==> src/sv/spq_pkg.sv <==
// Shared types and constants for the sorted priority queue.
`default_nettype none

package spq_pkg;

   localparam int VALUE_W       = 32;
   localparam int PRIO_W        = 16;
   localparam int CAP_W         = 5;
   localparam int STATUS_W      = 2;
   localparam int COUNT_OUT_W   = 5;
   localparam int DEPTH_DEFAULT = 16;

   localparam logic [CAP_W-1:0] CAP_RESET = CAP_W'(16);

   typedef enum logic {
      OP_PUSH = 1'b0,
      OP_POP  = 1'b1
   } op_type;

   typedef enum logic [STATUS_W-1:0] {
      ST_DONE  = 2'd0,
      ST_EMPTY = 2'd1,
      ST_FULL  = 2'd2
   } status_type;

   // Broadcast from the top level to every cell in the chain.
   typedef struct packed {
      logic                      push_en;
      logic                      pop_en;
      logic signed [VALUE_W-1:0] value;
      logic signed [PRIO_W-1:0]  priority_key;
   } ctl_type;

endpackage

`default_nettype wire

==> src/sv/spq_ifs.sv <==
// Valid/ready channel interfaces for the request and response words.
`default_nettype none

interface spq_req_if;
   logic                               valid;
   logic                               ready;
   logic                               opcode;
   logic signed [spq_pkg::VALUE_W-1:0] item_value;
   logic signed [spq_pkg::PRIO_W-1:0]  item_priority;

   modport source (output valid, opcode, item_value, item_priority, input ready);
   modport sink   (input valid, opcode, item_value, item_priority, output ready);
endinterface

interface spq_rsp_if;
   logic                                   valid;
   logic                                   ready;
   logic [spq_pkg::STATUS_W-1:0]           status;
   logic signed [spq_pkg::VALUE_W-1:0]     popped_value;
   logic                                   is_empty;
   logic                                   is_full;
   logic [spq_pkg::COUNT_OUT_W-1:0]        entry_count;

   modport source (output valid, status, popped_value, is_empty, is_full, entry_count,
                   input ready);
   modport sink   (input valid, status, popped_value, is_empty, is_full, entry_count,
                   output ready);
endinterface

`default_nettype wire

==> src/sv/spq_cell.sv <==
// One slot of the sorted chain: holds an entry and trades it with its neighbors.
`default_nettype none

module spq_cell (
   input  wire                                 clock,
   input  wire spq_pkg::ctl_type               ctl,
   input  wire                                 occupied,
   input  wire                                 left_stays,
   input  wire  signed [spq_pkg::VALUE_W-1:0]  left_value,
   input  wire  signed [spq_pkg::PRIO_W-1:0]   left_priority,
   input  wire  signed [spq_pkg::VALUE_W-1:0]  right_value,
   input  wire  signed [spq_pkg::PRIO_W-1:0]   right_priority,
   output logic                                stays,
   output logic signed [spq_pkg::VALUE_W-1:0]  value,
   output logic signed [spq_pkg::PRIO_W-1:0]   priority_key
);

   logic signed [spq_pkg::VALUE_W-1:0] value_ff, value_in;
   logic signed [spq_pkg::PRIO_W-1:0]  prio_ff, prio_in;

   // An entry stays put on a push when it is held and its key is not greater than the new key.
   assign stays = occupied && !(prio_ff > ctl.priority_key);

   always_comb begin
      value_in = value_ff;
      prio_in  = prio_ff;
      if (ctl.pop_en) begin
         value_in = right_value;
         prio_in  = right_priority;
      end else if (ctl.push_en && !stays) begin
         if (left_stays) begin
            value_in = ctl.value;
            prio_in  = ctl.priority_key;
         end else begin
            value_in = left_value;
            prio_in  = left_priority;
         end
      end
   end

   always_ff @(posedge clock) begin
      value_ff <= value_in;
      prio_ff  <= prio_in;
   end

   assign value        = value_ff;
   assign priority_key = prio_ff;

endmodule

`default_nettype wire

==> src/sv/sorted_priority_queue.sv <==
// Sorted priority queue built as a chain of entry cells with a registered response.
// Latency: the response word is registered and appears in the cycle after its request word is accepted.
// Throughput: one request word per cycle while responses are taken; every cell updates in parallel.
// The request side stalls only while a response word waits and is not being taken.
// Reset (synchronous, active high) empties the queue, drops any pending response
// and sets the capacity register to 16. Slot contents are not cleared.
`default_nettype none

module sorted_priority_queue #(
   parameter int DEPTH = spq_pkg::DEPTH_DEFAULT
) (
   input  wire                              clock,
   input  wire                              reset,
   spq_req_if.sink                          req_chan,
   spq_rsp_if.source                        rsp_chan,
   input  wire                              csr_wr_en,
   input  wire  [spq_pkg::CAP_W-1:0]        csr_wr_data
);

   // The count must hold DEPTH itself; comparisons with the 5-bit capacity use the
   // wider of the two widths.
   localparam int CW = $clog2(DEPTH + 1);
   localparam int WW = (CW > spq_pkg::CAP_W) ? CW : spq_pkg::CAP_W;

   logic [spq_pkg::CAP_W-1:0] capacity_ff;
   logic [CW-1:0]             count_ff, count_in;

   logic                                   rsp_valid_ff;
   logic [spq_pkg::STATUS_W-1:0]           rsp_status_ff, rsp_status_in;
   logic signed [spq_pkg::VALUE_W-1:0]     rsp_value_ff, rsp_value_in;
   logic                                   rsp_empty_ff, rsp_empty_in;
   logic                                   rsp_full_ff, rsp_full_in;
   logic [spq_pkg::COUNT_OUT_W-1:0]        rsp_count_ff, rsp_count_in;

   logic             accept;
   logic             queue_full;
   logic             full_after;
   logic             is_pop;
   spq_pkg::ctl_type ctl;

   // Per-cell chain wiring.
   logic signed [spq_pkg::VALUE_W-1:0] cell_value [DEPTH];
   logic signed [spq_pkg::PRIO_W-1:0]  cell_prio  [DEPTH];
   logic                               cell_stays [DEPTH];

   // The request side is free whenever the response register is empty or is being
   // drained in this same cycle.
   assign req_chan.ready = !rsp_valid_ff || rsp_chan.ready;
   assign accept         = req_chan.valid && req_chan.ready;
   assign is_pop         = (req_chan.opcode == spq_pkg::OP_POP);

   // The queue reads as full when the count reaches the capacity, or DEPTH when the
   // capacity register is set above it. A zero capacity therefore always reads full.
   assign queue_full = (WW'(count_ff) >= WW'(capacity_ff)) || (WW'(count_ff) == WW'(DEPTH));
   assign full_after = (WW'(count_in) >= WW'(capacity_ff)) || (WW'(count_in) == WW'(DEPTH));

   always_comb begin
      ctl.push_en      = accept && !is_pop && !queue_full;
      ctl.pop_en       = accept && is_pop && (count_ff != '0);
      ctl.value        = req_chan.item_value;
      ctl.priority_key = req_chan.item_priority;
   end

   always_comb begin
      count_in = count_ff;
      if (ctl.push_en) begin
         count_in = count_ff + CW'(1);
      end else if (ctl.pop_en) begin
         count_in = count_ff - CW'(1);
      end
   end

   // Response fields for the word accepted in this cycle. The popped value is the
   // front cell, read before the chain shifts left.
   always_comb begin
      rsp_status_in = spq_pkg::ST_DONE;
      rsp_value_in  = '0;
      if (!is_pop && queue_full) begin
         rsp_status_in = spq_pkg::ST_FULL;
      end else if (is_pop && (count_ff == '0)) begin
         rsp_status_in = spq_pkg::ST_EMPTY;
      end else if (is_pop) begin
         rsp_value_in = cell_value[0];
      end
      rsp_empty_in = (count_in == '0);
      rsp_full_in  = full_after;
      rsp_count_in = spq_pkg::COUNT_OUT_W'(WW'(count_in));
   end

   // Each cell decides from its own key and its left neighbor's verdict whether to
   // keep its entry, take the new one, or take the neighbor's. The boundary cells see
   // a permanently staying neighbor on the left and a copy of themselves on the right.
   for (genvar i = 0; i < DEPTH; i++) begin : g_cell
      logic                               left_stays;
      logic signed [spq_pkg::VALUE_W-1:0] left_value;
      logic signed [spq_pkg::PRIO_W-1:0]  left_prio;
      logic signed [spq_pkg::VALUE_W-1:0] right_value;
      logic signed [spq_pkg::PRIO_W-1:0]  right_prio;

      if (i == 0) begin : g_head
         assign left_stays = 1'b1;
         assign left_value = cell_value[i];
         assign left_prio  = cell_prio[i];
      end else begin : g_body
         assign left_stays = cell_stays[i-1];
         assign left_value = cell_value[i-1];
         assign left_prio  = cell_prio[i-1];
      end

      if (i == DEPTH - 1) begin : g_tail
         assign right_value = cell_value[i];
         assign right_prio  = cell_prio[i];
      end else begin : g_mid
         assign right_value = cell_value[i+1];
         assign right_prio  = cell_prio[i+1];
      end

      spq_cell u_cell (
         .clock          (clock),
         .ctl            (ctl),
         .occupied       (count_ff > CW'(i)),
         .left_stays     (left_stays),
         .left_value     (left_value),
         .left_priority  (left_prio),
         .right_value    (right_value),
         .right_priority (right_prio),
         .stays          (cell_stays[i]),
         .value          (cell_value[i]),
         .priority_key   (cell_prio[i])
      );
   end

   always_ff @(posedge clock) begin
      if (reset) begin
         capacity_ff  <= spq_pkg::CAP_RESET;
         count_ff     <= '0;
         rsp_valid_ff <= 1'b0;
      end else begin
         if (csr_wr_en) begin
            capacity_ff <= csr_wr_data;
         end
         count_ff <= count_in;
         if (accept) begin
            rsp_valid_ff <= 1'b1;
         end else if (rsp_chan.ready) begin
            rsp_valid_ff <= 1'b0;
         end
      end
   end

   always_ff @(posedge clock) begin
      if (accept) begin
         rsp_status_ff <= rsp_status_in;
         rsp_value_ff  <= rsp_value_in;
         rsp_empty_ff  <= rsp_empty_in;
         rsp_full_ff   <= rsp_full_in;
         rsp_count_ff  <= rsp_count_in;
      end
   end

   assign rsp_chan.valid        = rsp_valid_ff;
   assign rsp_chan.status       = rsp_status_ff;
   assign rsp_chan.popped_value = rsp_value_ff;
   assign rsp_chan.is_empty     = rsp_empty_ff;
   assign rsp_chan.is_full      = rsp_full_ff;
   assign rsp_chan.entry_count  = rsp_count_ff;

endmodule

`default_nettype wire

==> src/flat_wrapper.sv <==
// flat-port wrapper written by rule: the top's interface ports become plain ports
module sorted_priority_queue_flat 
#(
   parameter int DEPTH = spq_pkg::DEPTH_DEFAULT
)
  (clock, reset, csr_wr_en, csr_wr_data, req_chan_valid, req_chan_opcode, req_chan_item_value, req_chan_item_priority, req_chan_ready, rsp_chan_valid, rsp_chan_status, rsp_chan_popped_value, rsp_chan_is_empty, rsp_chan_is_full, rsp_chan_entry_count, rsp_chan_ready);
  spq_req_if req_chan_i ();
  spq_rsp_if rsp_chan_i ();
  input  wire clock;
  input  wire reset;
  input  wire csr_wr_en;
  input  wire  [spq_pkg::CAP_W-1:0] csr_wr_data;
  input wire logic [$bits(req_chan_i.valid)-1:0] req_chan_valid;
  input wire logic [$bits(req_chan_i.opcode)-1:0] req_chan_opcode;
  input wire logic [$bits(req_chan_i.item_value)-1:0] req_chan_item_value;
  input wire logic [$bits(req_chan_i.item_priority)-1:0] req_chan_item_priority;
  output wire logic [$bits(req_chan_i.ready)-1:0] req_chan_ready;
  output wire logic [$bits(rsp_chan_i.valid)-1:0] rsp_chan_valid;
  output wire logic [$bits(rsp_chan_i.status)-1:0] rsp_chan_status;
  output wire logic [$bits(rsp_chan_i.popped_value)-1:0] rsp_chan_popped_value;
  output wire logic [$bits(rsp_chan_i.is_empty)-1:0] rsp_chan_is_empty;
  output wire logic [$bits(rsp_chan_i.is_full)-1:0] rsp_chan_is_full;
  output wire logic [$bits(rsp_chan_i.entry_count)-1:0] rsp_chan_entry_count;
  input wire logic [$bits(rsp_chan_i.ready)-1:0] rsp_chan_ready;
  assign req_chan_i.valid = req_chan_valid;
  assign req_chan_i.opcode = req_chan_opcode;
  assign req_chan_i.item_value = req_chan_item_value;
  assign req_chan_i.item_priority = req_chan_item_priority;
  assign req_chan_ready = req_chan_i.ready;
  assign rsp_chan_valid = rsp_chan_i.valid;
  assign rsp_chan_status = rsp_chan_i.status;
  assign rsp_chan_popped_value = rsp_chan_i.popped_value;
  assign rsp_chan_is_empty = rsp_chan_i.is_empty;
  assign rsp_chan_is_full = rsp_chan_i.is_full;
  assign rsp_chan_entry_count = rsp_chan_i.entry_count;
  assign rsp_chan_i.ready = rsp_chan_ready;
  sorted_priority_queue #(.DEPTH(DEPTH)) u_core (.clock(clock), .reset(reset), .req_chan(req_chan_i), .rsp_chan(rsp_chan_i), .csr_wr_en(csr_wr_en), .csr_wr_data(csr_wr_data));
endmodule
==> config.mk <==
export PLATFORM = sky130hd
export DESIGN_NAME = sorted_priority_queue_flat
export DESIGN_NICKNAME = d
export VERILOG_FILES = /design/src/sv/spq_pkg.sv /design/src/sv/spq_ifs.sv /design/src/sv/spq_cell.sv /design/src/sv/sorted_priority_queue.sv /design/src/flat_wrapper.sv
export SDC_FILE = /design/constraint.sdc
export NUM_CORES = 2
export LEC_CHECK = 0
export BUFFER_PORTS_ARGS = -buffer_cell sky130_fd_sc_hd__clkbuf_2
export CORE_ASPECT_RATIO = 1.1
export CORE_UTILIZATION = 64
export CTS_CLUSTER_DIAMETER = 200
export DETAILED_ROUTE_END_ITERATION = 8
export GPL_TIMING_DRIVEN = 0
export PLACE_DENSITY = 0.86
export SLEW_MARGIN = 10
export SYNTH_ARGS = -nofsm -noshare
export SYNTH_HDL_FRONTEND = slang
export SYNTH_SLANG_ARGS = --single-unit
==> constraint.sdc <==
create_clock -name clock -period 7.94 [get_ports clock]
set_input_delay 0.397 -clock clock [delete_from_list [all_inputs] [get_ports clock]]
set_output_delay 0.397 -clock clock [all_outputs]
set_load 0.05 [all_outputs]
---- Yosys cells after proc, flatten, opt, wreduce, memory -nomap -nowiden ----
Index checks and enable logic that the tools add are counted.
cells by class
  muxes and demuxes ....................... 95
  add/sub/neg operators ................... 2
  equality and inequality tests ........... 2
  magnitude comparators ................... 34
  reductions and logical operators ........ 98
  bitwise logic cells ..................... 2
operators with widths
  cell                                                            count
  2-to-1 mux 32 bit                                               45
  2-to-1 mux 16 bit                                               45
  greater-than comparator 16 bit                                  16
  greater-than comparator 5 x 4 -> 1 bit (second input constant)  8
  logical AND 1 bit                                               39
  logical NOT 1 bit                                               35
  nonzero test 2 bit                                              16
  greater-than comparator 5 x 3 -> 1 bit (second input constant)  4
  equality test 5 bit (second input constant)                     2
  >= comparator 5 bit                                             2
  greater-than comparator 5 x 1 -> 1 bit (second input constant)  2
  greater-than comparator 5 x 2 -> 1 bit (second input constant)  2
  logical NOT 5 bit                                               2
  2-to-1 mux 5 bit                                                2
  adder 5 x 1 -> 5 bit (second input constant)                    1
  nonzero test 5 bit                                              1
  subtractor 5 x 1 -> 5 bit (second input constant)               1
  logical OR 1 bit                                                3
  2-to-1 mux 1 bit                                                3
  OR reduction 3 bit                                              1
  NOT 1 bit                                                       2
  AND reduction 2 bit                                             1
word-level totals
  register bits after elaboration ......... 820
  output and inout bits ................... 43
  input port bits ......................... 59

---- Logic depth before layout (Yosys ltp) ----
  depth in word-level cells ............... 9
  mapped depth ............................ 17
  mapped depth without buffers ............ 15

---- Cells and area by module ----
A second synthesis with hierarchy kept.
second synthesis, totals
  cell total of the unflattened synthesis .. 4,556
  area, all modules ....................... 48,681.7 µm²
modules (own cells, without submodules)
  module                                  area an instance (µm²)  cells each  instances
  spq_cell (u_core.g_cell[0].u_cell ...)  2,880.3                 271         10
  spq_cell (u_core.g_cell[4].u_cell ...)  2,895.3                 273         6
  sorted_priority_queue                   2,507.4                 208         1

---- Worst setup path after synthesis ----
No wires, ideal clock.
  path kind ............................... input port to flip-flop
  start point ............................. input req_chan_item_priority[7]
  end point ............................... register u_core.g_cell[2].u_cell.prio_ff (netlist bit u_core.g_cell[2].u_cell.priority_key[0]), enable pin
  data required time ...................... 7,420 ps
  arrival time ............................ 5,947 ps
  cell stages on the path ................. 11
  slack ................................... 1,473 ps
  cell sequence ........................... inv_1 -> ha_1 -> a21oi_1 -> o21ai_0 -> a21o_1 -> or4_1 -> and3_1 -> clkbuf_1 -> buf_2 -> buf_2 -> o21ai_0
between the ends
  cells in the longest elaborated chain, start to end .. 6
ends and longest elaborated chain
  what                                 RTL line            source
  from (decl)                          flat_wrapper.sv:16  input wire logic [$bits(req_chan_i.item_priority)-1:0] req_chan_item_priority;
  greater-than comparator 16 bit       spq_cell.sv:22      assign stays = occupied && !(prio_ff > ctl.priority_key);
  logical NOT 1 bit                    spq_cell.sv:22
  logical AND 1 bit                    spq_cell.sv:22
  logical NOT 1 bit                    spq_cell.sv:30      end else if (ctl.push_en && !stays) begin
  logical AND 1 bit                    spq_cell.sv:30
  nonzero test 2 bit (no source line)  -
  to (signal assigned)                 spq_cell.sv:43      prio_ff <= prio_in;
  to (decl)                            spq_cell.sv:19      logic signed [spq_pkg::PRIO_W-1:0] prio_ff, prio_in;
No other way between the ends.
A chain may end at the register's enable or synchronous reset.

---- Worst setup path after layout ----
  start point ............................. input req_chan_item_priority[15]
  end point ............................... register u_core.g_cell[6].u_cell.prio_ff (netlist bit u_core.g_cell[6].u_cell.priority_key[14]), enable pin
between the ends
  cells in the longest elaborated chain, start to end .. 6
ends and longest elaborated chain
  what                                 RTL line
  greater-than comparator 16 bit       spq_cell.sv:22
  logical NOT 1 bit                    spq_cell.sv:22
  logical AND 1 bit                    spq_cell.sv:22
  logical NOT 1 bit                    spq_cell.sv:30
  logical AND 1 bit                    spq_cell.sv:30
  nonzero test 2 bit (no source line)  -
  to (signal assigned)                 spq_cell.sv:43
  to (decl)                            spq_cell.sv:19
No other way between the ends.

==> reports/metrics.csv <==
metric,value,unit
status,completed,
cts_max_level,3,
wl,177000,um
power_density,395,nW/um2
die_h,284,um
ios,102,
hold-worst-slack,0.103,ns
dieArea,73500,um2
yosys.area.top_type_share,52.4,%
final_nets,4973,
final_cell_mix,"edfxtp_1 (809), a21oi_1 (657), nor2_1 (631)",
ys_seq_elements,820,
rsz0062_at_grt,false,
synth_ff_type,edfxtp_1,
yosys_warnings,0,
max-vdd-ir-drop,0.269,mV
synth_cells,4413,
rows,103,
start_util,64.6,%
setup_viol_count_final,0,
antenna_found_initial,12,
grt_pass1_wl,255000,um
hp-class,in2reg,
place_congestion,1.03,
cts_tree,done,
worst_ep_required_time,8.32,ns
async_reset_ff_share,0,%
grtUsageTotal,47.6,%
drtIter0Drc,6994,
grt_max_degree,31,
final_layout_size_suffix_gt1_share,9.85,%
vias_per_cell,7.32,
critPathLaunchType,primary input,
clkTransAtPathRegs,0.06,ns
drv_slew,0,
cp-end-kind,register,
cts_buffers,84,
drv_cap,0,
io_buffers,99,
core,71800,um2
synth_top_cell_by_area,edfxtp_1,
vias,41500,
period_share,66.4,%
grt_pass1_vias,40100,
die_w,259,um
clock-root-buffer,clkbuf_16,
fmax,190,MHz
drtPass1Iterations,7,
finalClockSkew,0.0312,ns
power,20.5,mW
post-dp-hpwl,126000,um
area_delta_synth_final,12.0,%
syn_area,46400,um2
synth.distinct_cells,62,
wire_per_inst,31.2,um
period_needed,5.27,ns
p_leak,20.3,nW
ant_nets,0,
worstSetupPathType,in2reg,
post-route-drc-count,0,
cts_num_sinks,820,
postCtsResizedCells,0,
hold_violations,0,
synth_area_leaders,"edfxtp_1 (52%), mux2i_1 (8.0%), ha_1 (7.3%)",
worst_ep_arrival_time,5.65,ns
setup_tns,0,ns
clkLatencyLatePin,0.68,ns
layout_commonest_cell,edfxtp_1,
worstPathMaxFanout,18,
syn_nets,4744,
synth-seq-area-share,52.9,%
grt_overflow,0,
avgSynthCellArea,10.5,um2
synth_enable_flop_cells,809,
worst_pin_slew,1.31,ns
cts.path.max_buffers,3,
max-slew-margin-rel,12.6,%
where the power goes:
part	internal, mW	total (mW)	switching [mW]
registers	7.16	8.26	1.10
logic	2.73	8.14	5.40
clock network	2.27	4.11	1.84
total	12.2	20.5	8.34
cell families (layout without fill, tap and decap cells):
family                     Yosys count  in the layout  share of synthesized area [%]
other                                0             11                              0
adders and majority gates          272            272                           7.34
DFF                                820            820                           52.9
muxes                              421            421                           9.22
buffers and inverters              394            690                           3.48
xor gates and xnor gates             4              4                         0.0756
AOI/OAI and AO/OA                 1086           1086                           14.0
and+or+nand+nor                   1416           1416                           13.0
through the flow:
stage / cells / setup slack (ns) / cell area [um2] / util [%]
5_1_grt: 5657 / 2.78 / 51900 / 72.3
3_5_place_dp: 5493 / 2.14 / 49100 / 68.3
6_report: 5665 / 2.67 / 51900 / 72.3
4_1_cts: 5652 / 2.78 / 51800 / 72.2
2_1_floorplan: 4413 / 1.47 / 46400 / -
3_3_place_gp: 5457 / -3.01 / 48000 / 66.9
state kept, by name, summed over array words and instances (netlist names), 2 cells and up:
| signal | cells |
|---|---|
| u_core.rsp_chan.popped_value | 32 |
| u_core.rsp_chan.status | 2 |
| u_core.g_cell.u_cell.priority_key | 256 |
| u_core.g_cell.u_cell.value | 512 |
| u_core.rsp_chan.entry_count | 5 |
| u_core.count_ff | 5 |
| u_core.capacity_ff | 5 |
final timing paths:
kind                                      startpoint                                            endpoint  slack [ns]  cells past startpoint
setup / recovery          req_chan_item_priority[15]  u_core.g_cell[6].u_cell.priority_key[14]$_DFFE_PP_        2.67                     13
hold / removal                        rsp_chan_ready                  u_core.rsp_chan.valid$_SDFFE_PP0P_        0.10                      3
hold reg to reg   u_core.capacity_ff[3]$_SDFFE_PP0P_                  u_core.capacity_ff[3]$_SDFFE_PP0P_        0.49                      2
setup reg to reg       u_core.count_ff[0]$_SDFF_PP0_        u_core.g_cell[13].u_cell.value[11]$_DFFE_PP_        2.77                     12
repair_timing:
action                                 in CTS  in global routing
endpoints found under the hold margin       6                  0
buffers inserted                            0                  0
hold buffers                                6                  0
cell usage after synthesis, types with 6 or more instances:
master / instances
ha_1: 272
mux2_2: 49
o21a_1: 6
nand3_1: 76
buf_2: 61
buf_1: 20
buf_4: 12
o211ai_1: 50
a21o_1: 47
mux2i_1: 372
inv_1: 54
and4_1: 8
a211oi_1: 61
nand4_1: 37
a21boi_0: 6
nor2_1: 631
a21oi_1: 667
a31oi_1: 73
nand2b_1: 53
o221a_2: 47
nor2b_1: 29
and3_1: 44
edfxtp_1: 809
nand2_1: 435
nor4_1: 10
clkbuf_1: 244
nor3_1: 72
o22ai_1: 51
o41ai_1: 6
dfxtp_1: 11
o21ai_0: 41
and2_1: 6
routing by layer:
| metal | part of all wire [%] | global-route usage (%) | vias up |
|---|---|---|---|
| li1 | - | - | 16900 |
| met1 | 33 | 56.9 | 19400 |
| met2 | 42 | 69.3 | 4110 |
| met3 | 15 | 16.1 | 1126 |
| met4 | 10 | 39.3 | 16 |
| met5 | 0.10 | 2.12 | - |
area by class of cell:
class	instances	area (um2)
timing repair buffer	143	1390
buffer	339	1420
clock buffer	99	2230
multi-input combinational	3199	20500
clock inverter	54	497
sequential	820	24500
fill	4956	19900
inverter	55	206
tap	945	1180
antenna	11	27.5
worst max-delay path: stages:
cell and delay [ns]:
clkbuf_2 0.21, inv_1 0.99, ha_1 0.35, nand2_1 0.07
nor4_1 0.64, a21boi_0 0.48, o41ai_1 0.29, and2_1 0.27
buf_2 0.25, buf_1 0.41, a21oi_4 0.80, buf_16 0.25
buf_16 0.18
Power figures use the tool's default switching activity.
